<file path="src/design/stack_allocator_deferred_free_top_assert.svh">
// Assertion macros for the stack allocator with deferred free.
// Used by the top level; no other dependencies.
`ifndef STACK_ALLOCATOR_DEFERRED_FREE_TOP_ASSERT_SVH
`define STACK_ALLOCATOR_DEFERRED_FREE_TOP_ASSERT_SVH
`ifndef SYNTHESIS
`define SADF_ASSERT(label, prop, msg) \
  label: assert property (@(posedge clk_i) disable iff (!rst_ni) prop) else $error(msg);
`define SADF_ASSERT_IMPL(label, ante, cons, msg) \
  `SADF_ASSERT(label, (ante) |-> (cons), msg)
`else
`define SADF_ASSERT(label, prop, msg)
`define SADF_ASSERT_IMPL(label, ante, cons, msg)
`endif
`endif

</file>
<file path="src/design/sadf_pkg.sv">
// Types and constants for the stack allocator with deferred free.
// Used by stack_allocator_deferred_free_top; depends on nothing.
package sadf_pkg;

  // Slot count and heap address width are tied to the fixed field widths below.
  localparam int unsigned MAX_SLOTS      = 64;
  localparam int unsigned HEAP_ADDR_BITS = 20;

  localparam int unsigned KIND_W     = 2;
  localparam int unsigned SIZE_W     = 21;
  localparam int unsigned SLOT_IN_W  = 6;
  localparam int unsigned ADDR_OUT_W = 20;
  localparam int unsigned IN_DATA_W  = 48;
  localparam int unsigned OUT_DATA_W = 56;

  localparam logic [SIZE_W-1:0] HEAP_SIZE_RESET = 21'd1048576;

  typedef enum logic [KIND_W-1:0] {
    OP_ALLOC = 2'd0,
    OP_FREE  = 2'd1,
    OP_CLEAR = 2'd2,
    OP_QUERY = 2'd3
  } op_e;

  typedef enum logic [2:0] {
    STAT_OK       = 3'd0,
    STAT_NO_SPACE = 3'd1,
    STAT_ZERO     = 3'd2,
    STAT_FULL     = 3'd3,
    STAT_BAD      = 3'd4
  } status_e;

  typedef enum logic [3:0] {
    ST_IDLE = 4'b0001,
    ST_EXEC = 4'b0010,
    ST_CASC = 4'b0100,
    ST_DONE = 4'b1000
  } state_e;

  // Input beat payload, first field in the highest bits.
  typedef struct packed {
    logic [SIZE_W-1:0]    query_addr;
    logic [SLOT_IN_W-1:0] slot;
    logic [SIZE_W-1:0]    req_size;
  } in_beat_t;

  // Result beat payload, first field in the highest bits.
  typedef struct packed {
    logic [4:0]            pad;
    logic [SIZE_W-1:0]     top_now;
    logic                  contained;
    logic [SLOT_IN_W-1:0]  block_slot;
    logic [ADDR_OUT_W-1:0] block_addr;
    status_e               status;
  } result_t;

endpackage

</file>
<file path="src/design/stack_allocator_deferred_free_top.sv">
// Stack allocator with deferred free: top pointer, slot count and a slot memory.
// Depends on sadf_pkg and stack_allocator_deferred_free_top_assert.svh.
//
// Usage: requests arrive on the s_axis channel, one beat per operation, with the
// operation kind on tuser (alloc, free, clear, contains). Every request gives
// exactly one result beat on the m_axis channel, in request order. The heap size
// register is written through the cfg channel, which is always ready; write it
// only while no request is in flight.
// Every request is registered on acceptance, has its result registered in the
// execute state and is moved into the output register in the done state. A
// successful free of the top block goes through a cascade state in between,
// unless the stack is then empty; each cascade step pops the next slot beneath
// if it was freed, and a live slot or an empty stack ends it. A new request is
// taken once the previous one has been placed in the output register. The slot
// memory has one registered read port; each cascade step is one read of it.
// Reset clears the top pointer, the slot count and the output valid flag and sets
// the heap size to 1048576; the slot memory is not cleared and needs no sweep.
// When the receiver stalls, the result waits in the output register; the block
// still accepts and works on the next request, then holds until the output
// register frees up.
`include "stack_allocator_deferred_free_top_assert.svh"

module stack_allocator_deferred_free_top
  import sadf_pkg::*;
(
  input  logic                  clk_i,
  input  logic                  rst_ni,
  input  logic                  cfg_valid,
  output logic                  cfg_ready,
  input  logic [SIZE_W-1:0]     cfg_data,
  input  logic                  s_axis_tvalid,
  output logic                  s_axis_tready,
  // req_size[20:0], slot[26:21], query_addr[47:27]
  input  logic [IN_DATA_W-1:0]  s_axis_tdata,
  // kind[1:0]
  input  logic [KIND_W-1:0]     s_axis_tuser,
  output logic                  m_axis_tvalid,
  input  logic                  m_axis_tready,
  // status[2:0], block_addr[22:3], block_slot[28:23], contained[29],
  // top_now[50:30], zero[55:51]
  output logic [OUT_DATA_W-1:0] m_axis_tdata
);

  localparam int unsigned SLOT_W = $clog2(MAX_SLOTS);
  localparam int unsigned CNT_W  = $clog2(MAX_SLOTS + 1);
  localparam int unsigned ENT_W  = SIZE_W + 1;
  localparam logic [32:0] HEAP_CAP = 33'(1) << HEAP_ADDR_BITS;
  localparam logic [CNT_W-1:0] CNT_FULL = CNT_W'(MAX_SLOTS);

  state_e            state_q, state_d;
  logic [SIZE_W-1:0] heap_q;
  logic [SIZE_W-1:0] top_q, top_d;
  logic [CNT_W-1:0]  cnt_q, cnt_d;
  op_e               op_q;
  in_beat_t          beat_q;
  result_t           res_q, res_d;
  logic              out_valid_q, out_valid_d;
  result_t           out_data_q, out_data_d;

  // Slot memory entry: {freed, bytes}.
  logic [ENT_W-1:0]  mem_q [MAX_SLOTS];
  logic              wr_en;
  logic [SLOT_W-1:0] wr_addr;
  logic [ENT_W-1:0]  wr_data;
  logic [SLOT_W-1:0] rd_addr_d;
  logic [ENT_W-1:0]  rd_data_q;

  in_beat_t          in_beat;
  logic              in_fire;
  logic [SIZE_W-1:0] eff_heap;
  logic [SIZE_W-1:0] avail;
  logic [SIZE_W-1:0] rd_bytes;
  logic              rd_freed;
  logic [SIZE_W-1:0] top_pop;
  logic [CNT_W-1:0]  cnt_dec;
  logic [CNT_W-1:0]  cnt_dec2;
  logic              slot_live;
  logic              slot_is_top;
  logic              out_free;

  assign in_beat       = in_beat_t'(s_axis_tdata);
  assign s_axis_tready = (state_q == ST_IDLE);
  assign in_fire       = s_axis_tvalid && s_axis_tready;
  assign cfg_ready     = 1'b1;
  assign m_axis_tvalid = out_valid_q;
  assign m_axis_tdata  = out_data_q;
  assign out_free      = !out_valid_q || m_axis_tready;

  // The heap never reaches beyond the address space.
  assign eff_heap = (33'(heap_q) > HEAP_CAP) ? SIZE_W'(HEAP_CAP) : heap_q;
  assign avail    = (eff_heap > top_q) ? (eff_heap - top_q) : '0;

  assign rd_bytes    = rd_data_q[SIZE_W-1:0];
  assign rd_freed    = rd_data_q[SIZE_W];
  assign top_pop     = (rd_bytes > top_q) ? '0 : (top_q - rd_bytes);
  assign cnt_dec     = cnt_q - CNT_W'(1);
  assign cnt_dec2    = cnt_q - CNT_W'(2);
  assign slot_live   = 32'(beat_q.slot) < 32'(cnt_q);
  assign slot_is_top = (32'(beat_q.slot) + 32'd1) == 32'(cnt_q);

  always_comb begin
    state_d     = state_q;
    top_d       = top_q;
    cnt_d       = cnt_q;
    res_d       = res_q;
    wr_en       = 1'b0;
    wr_addr     = cnt_q[SLOT_W-1:0];
    wr_data     = {1'b0, beat_q.req_size};
    rd_addr_d   = cnt_dec2[SLOT_W-1:0];
    out_valid_d = out_valid_q && !m_axis_tready;
    out_data_d  = out_data_q;

    unique case (state_q)
      ST_IDLE: begin
        rd_addr_d = SLOT_W'(in_beat.slot);
        if (in_fire) begin
          state_d = ST_EXEC;
        end
      end
      ST_EXEC: begin
        res_d   = '0;
        state_d = ST_DONE;
        unique case (op_q)
          OP_ALLOC: begin
            if (beat_q.req_size == '0) begin
              res_d.status = STAT_ZERO;
            end else if (beat_q.req_size > avail) begin
              res_d.status = STAT_NO_SPACE;
            end else if (cnt_q == CNT_FULL) begin
              res_d.status = STAT_FULL;
            end else begin
              wr_en            = 1'b1;
              res_d.block_addr = top_q[ADDR_OUT_W-1:0];
              res_d.block_slot = SLOT_IN_W'(cnt_q);
              cnt_d            = cnt_q + CNT_W'(1);
              top_d            = top_q + beat_q.req_size;
            end
          end
          OP_FREE: begin
            if (!slot_live || rd_freed) begin
              res_d.status = STAT_BAD;
            end else if (!slot_is_top) begin
              wr_en   = 1'b1;
              wr_addr = SLOT_W'(beat_q.slot);
              wr_data = {1'b1, rd_bytes};
            end else begin
              // Popping the top block; look at the slot beneath it next.
              cnt_d = cnt_dec;
              top_d = top_pop;
              if (cnt_dec != '0) begin
                state_d = ST_CASC;
              end
            end
          end
          OP_CLEAR: begin
            top_d = '0;
            cnt_d = '0;
          end
          OP_QUERY: begin
            res_d.contained = (beat_q.query_addr < eff_heap);
          end
          default: ;
        endcase
      end
      ST_CASC: begin
        // rd_data_q holds the slot just below the current top.
        if (rd_freed) begin
          cnt_d = cnt_dec;
          top_d = top_pop;
          if (cnt_dec == '0) begin
            state_d = ST_DONE;
          end
        end else begin
          state_d = ST_DONE;
        end
      end
      ST_DONE: begin
        if (out_free) begin
          out_valid_d        = 1'b1;
          out_data_d         = res_q;
          out_data_d.top_now = top_q;
          state_d            = ST_IDLE;
        end
      end
      default: state_d = ST_IDLE;
    endcase
  end

  always_ff @(posedge clk_i or negedge rst_ni) begin
    if (!rst_ni) begin
      state_q     <= ST_IDLE;
      heap_q      <= HEAP_SIZE_RESET;
      top_q       <= '0;
      cnt_q       <= '0;
      out_valid_q <= 1'b0;
    end else begin
      state_q     <= state_d;
      top_q       <= top_d;
      cnt_q       <= cnt_d;
      out_valid_q <= out_valid_d;
      if (cfg_valid && cfg_ready) begin
        heap_q <= cfg_data;
      end
    end
  end

  always_ff @(posedge clk_i) begin
    if (in_fire) begin
      op_q   <= op_e'(s_axis_tuser);
      beat_q <= in_beat;
    end
    res_q      <= res_d;
    out_data_q <= out_data_d;
  end

  always_ff @(posedge clk_i) begin
    if (wr_en) begin
      mem_q[wr_addr] <= wr_data;
    end
    rd_data_q <= mem_q[rd_addr_d];
  end

  `SADF_ASSERT(a_cnt_bound, cnt_q <= CNT_FULL, "slot count above capacity")
  `SADF_ASSERT_IMPL(a_empty_top, cnt_q == '0, top_q == '0, "empty stack with nonzero top")
  `SADF_ASSERT_IMPL(a_casc_live, state_q == ST_CASC, cnt_q != '0, "cascade on empty stack")
  `SADF_ASSERT_IMPL(a_out_src, $rose(out_valid_q), $past(state_q == ST_DONE),
                    "result raised outside the done step")

endmodule

</file>
<file path="config.mk">
export PLATFORM = sky130hd
export DESIGN_NAME = stack_allocator_deferred_free_top
export DESIGN_NICKNAME = d
export VERILOG_FILES = /design/src/design/sadf_pkg.sv /design/src/design/stack_allocator_deferred_free_top.sv
export VERILOG_INCLUDE_DIRS = /design/src /design/src/design
export SDC_FILE = /design/constraint.sdc
export NUM_CORES = 2
export LEC_CHECK = 0
export BUFFER_PORTS_ARGS = -buffer_cell sky130_fd_sc_hd__buf_4
export CAP_MARGIN = 30
export CORE_MARGIN = 2
export CORE_UTILIZATION = 50
export CTS_CLUSTER_SIZE = 40
export DETAILED_ROUTE_END_ITERATION = 6
export PLACE_DENSITY = 0.63
export SKIP_CTS_REPAIR_TIMING = 1
export SLEW_MARGIN = 20
export SYNTH_ARGS = -nofsm -noshare
export SYNTH_HDL_FRONTEND = slang
export SYNTH_SLANG_ARGS = --single-unit
</file>
<file path="constraint.sdc">
create_clock -name clk_i -period 10.15 [get_ports clk_i]
set_input_delay 1.5225 -clock clk_i [delete_from_list [all_inputs] [get_ports clk_i]]
set_output_delay 1.5225 -clock clk_i [all_outputs]
set_load 0.02 [all_outputs]
</file>
* Word-level counts from Yosys, hierarchy flattened
Memories as Yosys holds them, arrays and structs flattened. A register that Yosys moved wholly into a read port is not among the register bits. Cells that the tools add are included.
Word-level totals: logic and storage cells 121, memories kept 1, register bits 185, memory bits (writable) 1408, output and inout bits 59, input port bits 76
Cells by class: $add $sub $neg 7, bitwise logic cells 1, order comparisons 6, mux-type cells 53, reductions and logical operators 16, equal/unequal tests 19
Memories:
- mem_q | depth 64, width 22, read ports 1, clocked after Yosys merged registers in 1, wr ports 1, RTL line stack_allocator_deferred_free_top.sv:61 | logic [ENT_W-1:0] mem_q [MAX_SLOTS];
Operators with widths (count):
- 21-bit 2-to-1 mux | 9
- 22-bit 2-to-1 mux | 4
- 21-bit greater-than comparator | 3
- 21-bit one-hot mux with 3 select lines | 1
- 7-bit 2-to-1 mux | 6
- 21-bit one-hot mux with 2 select lines | 1
- 21-bit subtractor | 2
- 4-bit 2-to-1 mux | 8
- 6-bit 2-to-1 mux | 5
- 21-bit adder | 1
- 21-bit greater-than comparator, second input constant | 1
- 21-bit zero test | 1
- 21-bit less-than comparator | 1
- 7-bit one-hot mux with 3 select lines | 1
- 3-bit inequality test, second input constant | 6
- 4-bit one-hot mux with 4 select lines | 1
- 7-bit one-hot mux with 2 select lines | 1
- 1-bit 2-to-1 mux | 10
- 8-bit AND reduction | 1
- 6-bit by 1-bit adder with 7-bit output, second input constant | 1
- 7-bit by 1-bit adder with 7-bit output, second input constant | 1
- 7-bit == test | 1
- 7-bit == test, second input constant | 1
- 7-bit zero test | 1
- other kinds (26) | 34

* Depth between registers and ports, before layout
word-level depth 11, depth in mapped cells 29, depth with buffers taken out 25

* Least setup slack after synthesis
OpenSTA, ideal clock, no wires.
path kind register to register, start register heap_q[15], end memory mem_q[7][0] (netlist name) (enable), data required time 9.749 ns, path buffers 2, setup slack 3.086 ns, setup time 0.401 ns, stages on the path, launching flop included 28, data arrival time 6.663 ns, clock period less this slack 7.064 ns, path through dfrtp_1 > nor4_1 > nand3_1 > o21ai_1 > nand2_1 > inv_1 > ha_1 > inv_1 > o21bai_1 > a21oi_1 > and3_1 > a21o_1 > o31ai_1 > o31ai_1 > o21ai_0 > clkbuf_1 > buf_2 > nand2_1 > ha_1 > and4_1 > nand4_1 > or4_1 > or3_1 > a211oi_1 > nand4_1 > o21ai_0 > nand2_1 > nor2_1
On the way: cells in the longest elaborated chain, start to end 11, elaborated cells on any way between the ends 12, those cells by class add/sub (1); order compare (3); mux (8)
RTL lines:
- start, declared | RTL line stack_allocator_deferred_free_top.sv:51 | logic [SIZE_W-1:0] heap_q;
- start signal, assigned | RTL line stack_allocator_deferred_free_top.sv:202 | heap_q <= cfg_data;
- 21-bit greater-than comparator | RTL line stack_allocator_deferred_free_top.sv:90 | assign eff_heap = (33'(heap_q) > HEAP_CAP) ? SIZE_W'(HEAP_CAP) : heap_q;
- 21-bit 2-to-1 mux (*) | RTL line stack_allocator_deferred_free_top.sv:90
- 21-bit subtractor or 21-bit greater-than comparator (tied branches) | RTL line stack_allocator_deferred_free_top.sv:91 | assign avail = (eff_heap > top_q) ? (eff_heap - top_q) : '0;
- 21-bit 2-to-1 mux (*) | RTL line stack_allocator_deferred_free_top.sv:91
- 21-bit greater-than comparator (*) | RTL line stack_allocator_deferred_free_top.sv:127 | end else if (beat_q.req_size > avail) begin
- 1-bit 2-to-1 mux (*) | RTL line stack_allocator_deferred_free_top.sv:127
- 1-bit 2-to-1 mux (*) | RTL line stack_allocator_deferred_free_top.sv:125 | if (beat_q.req_size == '0) begin
- 1-bit one-hot mux with 2 select lines (*) | RTL line stack_allocator_deferred_free_top.sv:123 | unique case (op_q)
- 1-bit 2-to-1 mux (*) | RTL line stack_allocator_deferred_free_top.sv:113 | unique case (state_q)
- 1-bit 2-to-1 mux (*) | RTL line stack_allocator_deferred_free_top.sv:217 | if (wr_en) begin
- 1-bit 2-to-1 mux (implied by the code) (*) | RTL line stack_allocator_deferred_free_top.sv:218 | mem_q[wr_addr] <= wr_data;
- end, declared | RTL line stack_allocator_deferred_free_top.sv:61
Mark *: on every way between the ends. The rest lies on a longest branch, timed or not.

* Worst setup path in the final report
start register heap_q[12], end memory mem_q[46][14] (netlist name) (enable)
Same word-level chain as after synthesis.

==> results.md <==
* Slew Limit Fails at 0
* Overall power at 0.0245 W
* Clock root cell: clkbuf_16
* H-tree lvl count at 4
* Vias per cell at 6.06
* Worst Setup End Kind: flop
* Antenna-violating nets left at 0
* Leak at 27.3 nW
* Drt pass-1 iters at 6
* Seq/Total Area, Yosys at 70.4%
* Fin crit share at 85.8%
* Placed insts at 7,204
* Max-Cap Viols at 0
* RSZ-0062 raised after global routing: false
* VDD IR-drop max at 0.342 mV
* Fmax at 115 MHz
* Via count at 45,489
* Worst skew pair latency at 0.81 ns
* Final hold vios at 0
* RD Place Congestion at 0.920
* Final non-filler cell total at 7,510
* Buf/Inv on CP at 4
* RR Startpoint: heap_q[12]
* Worst Setup SP: heap_q[12]
* WL/cell at 26.2 µm
* Post-Syn Instances at 5,509
* Top Family by Delay on Critical Path: simple AND/OR/NAND/NOR gates
* Relative slew slack at 26.2%
* Setup Total Neg Slack at 0 ns
* Power density cells at 318 mW/mm²
* Yosys cell types at 71
* Layout cells sized above 1 at 11.0%
* First-pass GRT wire length at 288,000 µm
* Initial antenna violation count at 3
* Pin count of the biggest net entering global routing at 157
* Core box area at 0.135 mm²
* Synth warn at 0
* Outcome: finished, final reports clean
* Initial core utilization at 50.4%
* Full die area at 0.139 mm²
* Overall routed net length at 197,000 µm
* Std-Cell Rows at 135
* Hold Path Class: reg -> reg
* Tightest Pin Transition at 1.10 ns
* Drt first-iter violations at 5,561
* Crit path required time at 10.66 ns
* Crit-path max FO at 16
* Skew final at 0.0278 ns
* Syn_area_per_cell at 12.4 µm²
* Post-synth EDFFs at 1,539
* Max clock buf depth at 3
* Critical Path Source Type: flop
* Tot GR Track Use at 27.9%
* CTS tree: yes
* Async set-reset flop share out of synthesis at 3.34%
* Sink Count at 1,615
* Final hold slack at 0.417 ns
* FF+latch count, synth at 1,615
* DRC violations left at 0
* Top Ports at 135
* Post-synth top flop: edfxtp_1
* Die Width at 373 µm
* Port Buf Inserts at 128
* Post-layout net count at 5,806
* Num CTS Buffers at 164
* Arr. time, crit path at 9.22 ns
* CP max stage delay at 0.82 ns
* R2R Setup Slk at 1.44 ns
* Vias in the first global route at 42,814
* Detailed placement HPWL at 119,000 µm
* CTS clk-pin slew, worst paths at 0.06 ns
* Chip height at 373 µm
* Area delta synth->final at 13.0%
* Min Tclk post-route at 8.71 ns
* Slowest CP cell: nor2_2
* Kind of critical path: reg -> reg
* Final setup fails at 0
* Mapped Area at 0.0682 mm²
* Worst Hold Launch: res_q[0]
* Congestion Overflow GR at 0
## worst paths after layout
check,cells past startpoint,end
max,27,mem_q[46][14]
min,0,m_axis_tdata[0]
max reg2reg,27,mem_q[46][14]
min reg2reg,0,m_axis_tdata[0]
max in group asynchronous,1,heap_q[14]
min in group asynchronous,1,top_q[19]
## worst register-to-register path: stages (launching register included)
cell and delay, ns:
dfrtp_1 0.40, nor4_1 0.33, nand3_1 0.14, o21ai_1 0.59
nand2_1 0.18, inv_1 0.12, ha_1 0.23, inv_1 0.06
o21bai_1 0.16, a21oi_1 0.12, and3_1 0.18, a21o_1 0.19
o31ai_1 0.49, o31ai_1 0.19, o21ai_1 0.35, buf_4 0.29
nand3b_1 0.13, ha_1 0.31, and2_0 0.16, nand4_1 0.15
or4_1 0.57, or3_1 0.41, a211oi_1 0.53, and3_1 0.25
o21a_1 0.22, nand2_1 0.59, nor2_2 0.83, buf_6 0.24
## state kept, by name, indices dropped and copies added (netlist names)
| register | flops |
|---|---|
| mem_q | 1408 |
| m_axis_tdata | 51 |
| beat_q | 48 |
| res_q | 30 |
| rd_data_q | 22 |
| heap_q | 21 |
| top_q | 21 |
| cnt_q | 7 |
| state_q | 4 |
| op_q | 2 |
| m_axis_tvalid | 1 |
## Yosys cell counts, types with 5 or more instances
cell | n | share of area, %
clkbuf_1 | 217 | 1.2
xor2_1 | 16 | 0.21
nand4_1 | 17 | 0.16
or3_1 | 9 | 0.083
o31ai_1 | 6 | 0.066
o21a_1 | 16 | 0.18
or2_2 | 8 | 0.073
a211oi_1 | 34 | 0.37
and2_1 | 6 | 0.055
nand2b_1 | 26 | 0.24
nor2b_1 | 13 | 0.12
o21ai_0 | 54 | 0.40
nand2_1 | 1512 | 8.3
mux2i_1 | 9 | 0.13
a31oi_1 | 59 | 0.54
a21oi_1 | 126 | 0.93
nor3_1 | 36 | 0.26
inv_1 | 92 | 0.51
dfrtp_1 | 52 | 1.9
o21bai_1 | 5 | 0.055
edfxtp_1 | 1539 | 68
nor2_1 | 131 | 0.72
buf_2 | 90 | 0.66
nand3_1 | 731 | 5.4
a211o_1 | 5 | 0.064
a22oi_1 | 13 | 0.14
buf_4 | 12 | 0.13
mux2_2 | 44 | 0.73
a311oi_1 | 220 | 2.8
nor4_1 | 13 | 0.12
dfxtp_1 | 22 | 0.65
o211ai_1 | 8 | 0.088
buf_1 | 25 | 0.14
a21o_1 | 27 | 0.30
xnor2_1 | 34 | 0.44
and3_1 | 98 | 0.90
ha_1 | 120 | 2.2
## cell type report
class,instances,area [µm²]
fill,10868,58300
timing repair buffer,273,2590
clock inverter,83,752
sequential,1615,48000
inverter,92,345
multi-input combinational,3461,18700
clock buffer,204,4350
tap,1781,2230
antenna,1,2.50
## through the flow
stage               setup slack [ns]  util, %  area [µm²]
global placement                1.40     52.5       71100
detailed placement              1.49     52.9       71500
finish                          1.44     56.9       77000
floorplan                       3.09        -       68200
global route                   0.806     56.9       77000
CTS                             1.42     56.6       76600
## cell families after synthesis
group	Yosys count	synth area share (%)
buf+inv	437	2.65
compound gates	614	6.48
xor+xnor	50	0.643
other cells	2	0.0110
fa+ha+maj	123	2.29
simple gates	2615	16.6
mux	53	0.859
flops	1615	70.4
## placed cells by master (no fill, tap or decap), types with 66 or more instances in the layout
cell and count:
edfxtp_1 1539, nand2_1 1512, nand3_1 731, a311oi_1 220, buf_4 209, clkbuf_16 167
a21oi_1 123, ha_1 120, and3_1 98, inv_1 92, nor2_1 66
## where the power goes
part           internal (W)  switching, W
Clock               0.00331       0.00253
Sequential          0.00785      0.000224
Combinational       0.00291       0.00770
## layer usage
layer | global-route usage (%) | vias up | routed length [µm]
met4 | 11.8 | 0 | 8440
met3 | 5.11 | 368 | 18300
met1 | 39.3 | 22421 | 80100
met5 | 0 | - | 0
li1 | - | 20437 | -
met2 | 42.8 | 2263 | 90200
Power figures use the tool's default switching activity.
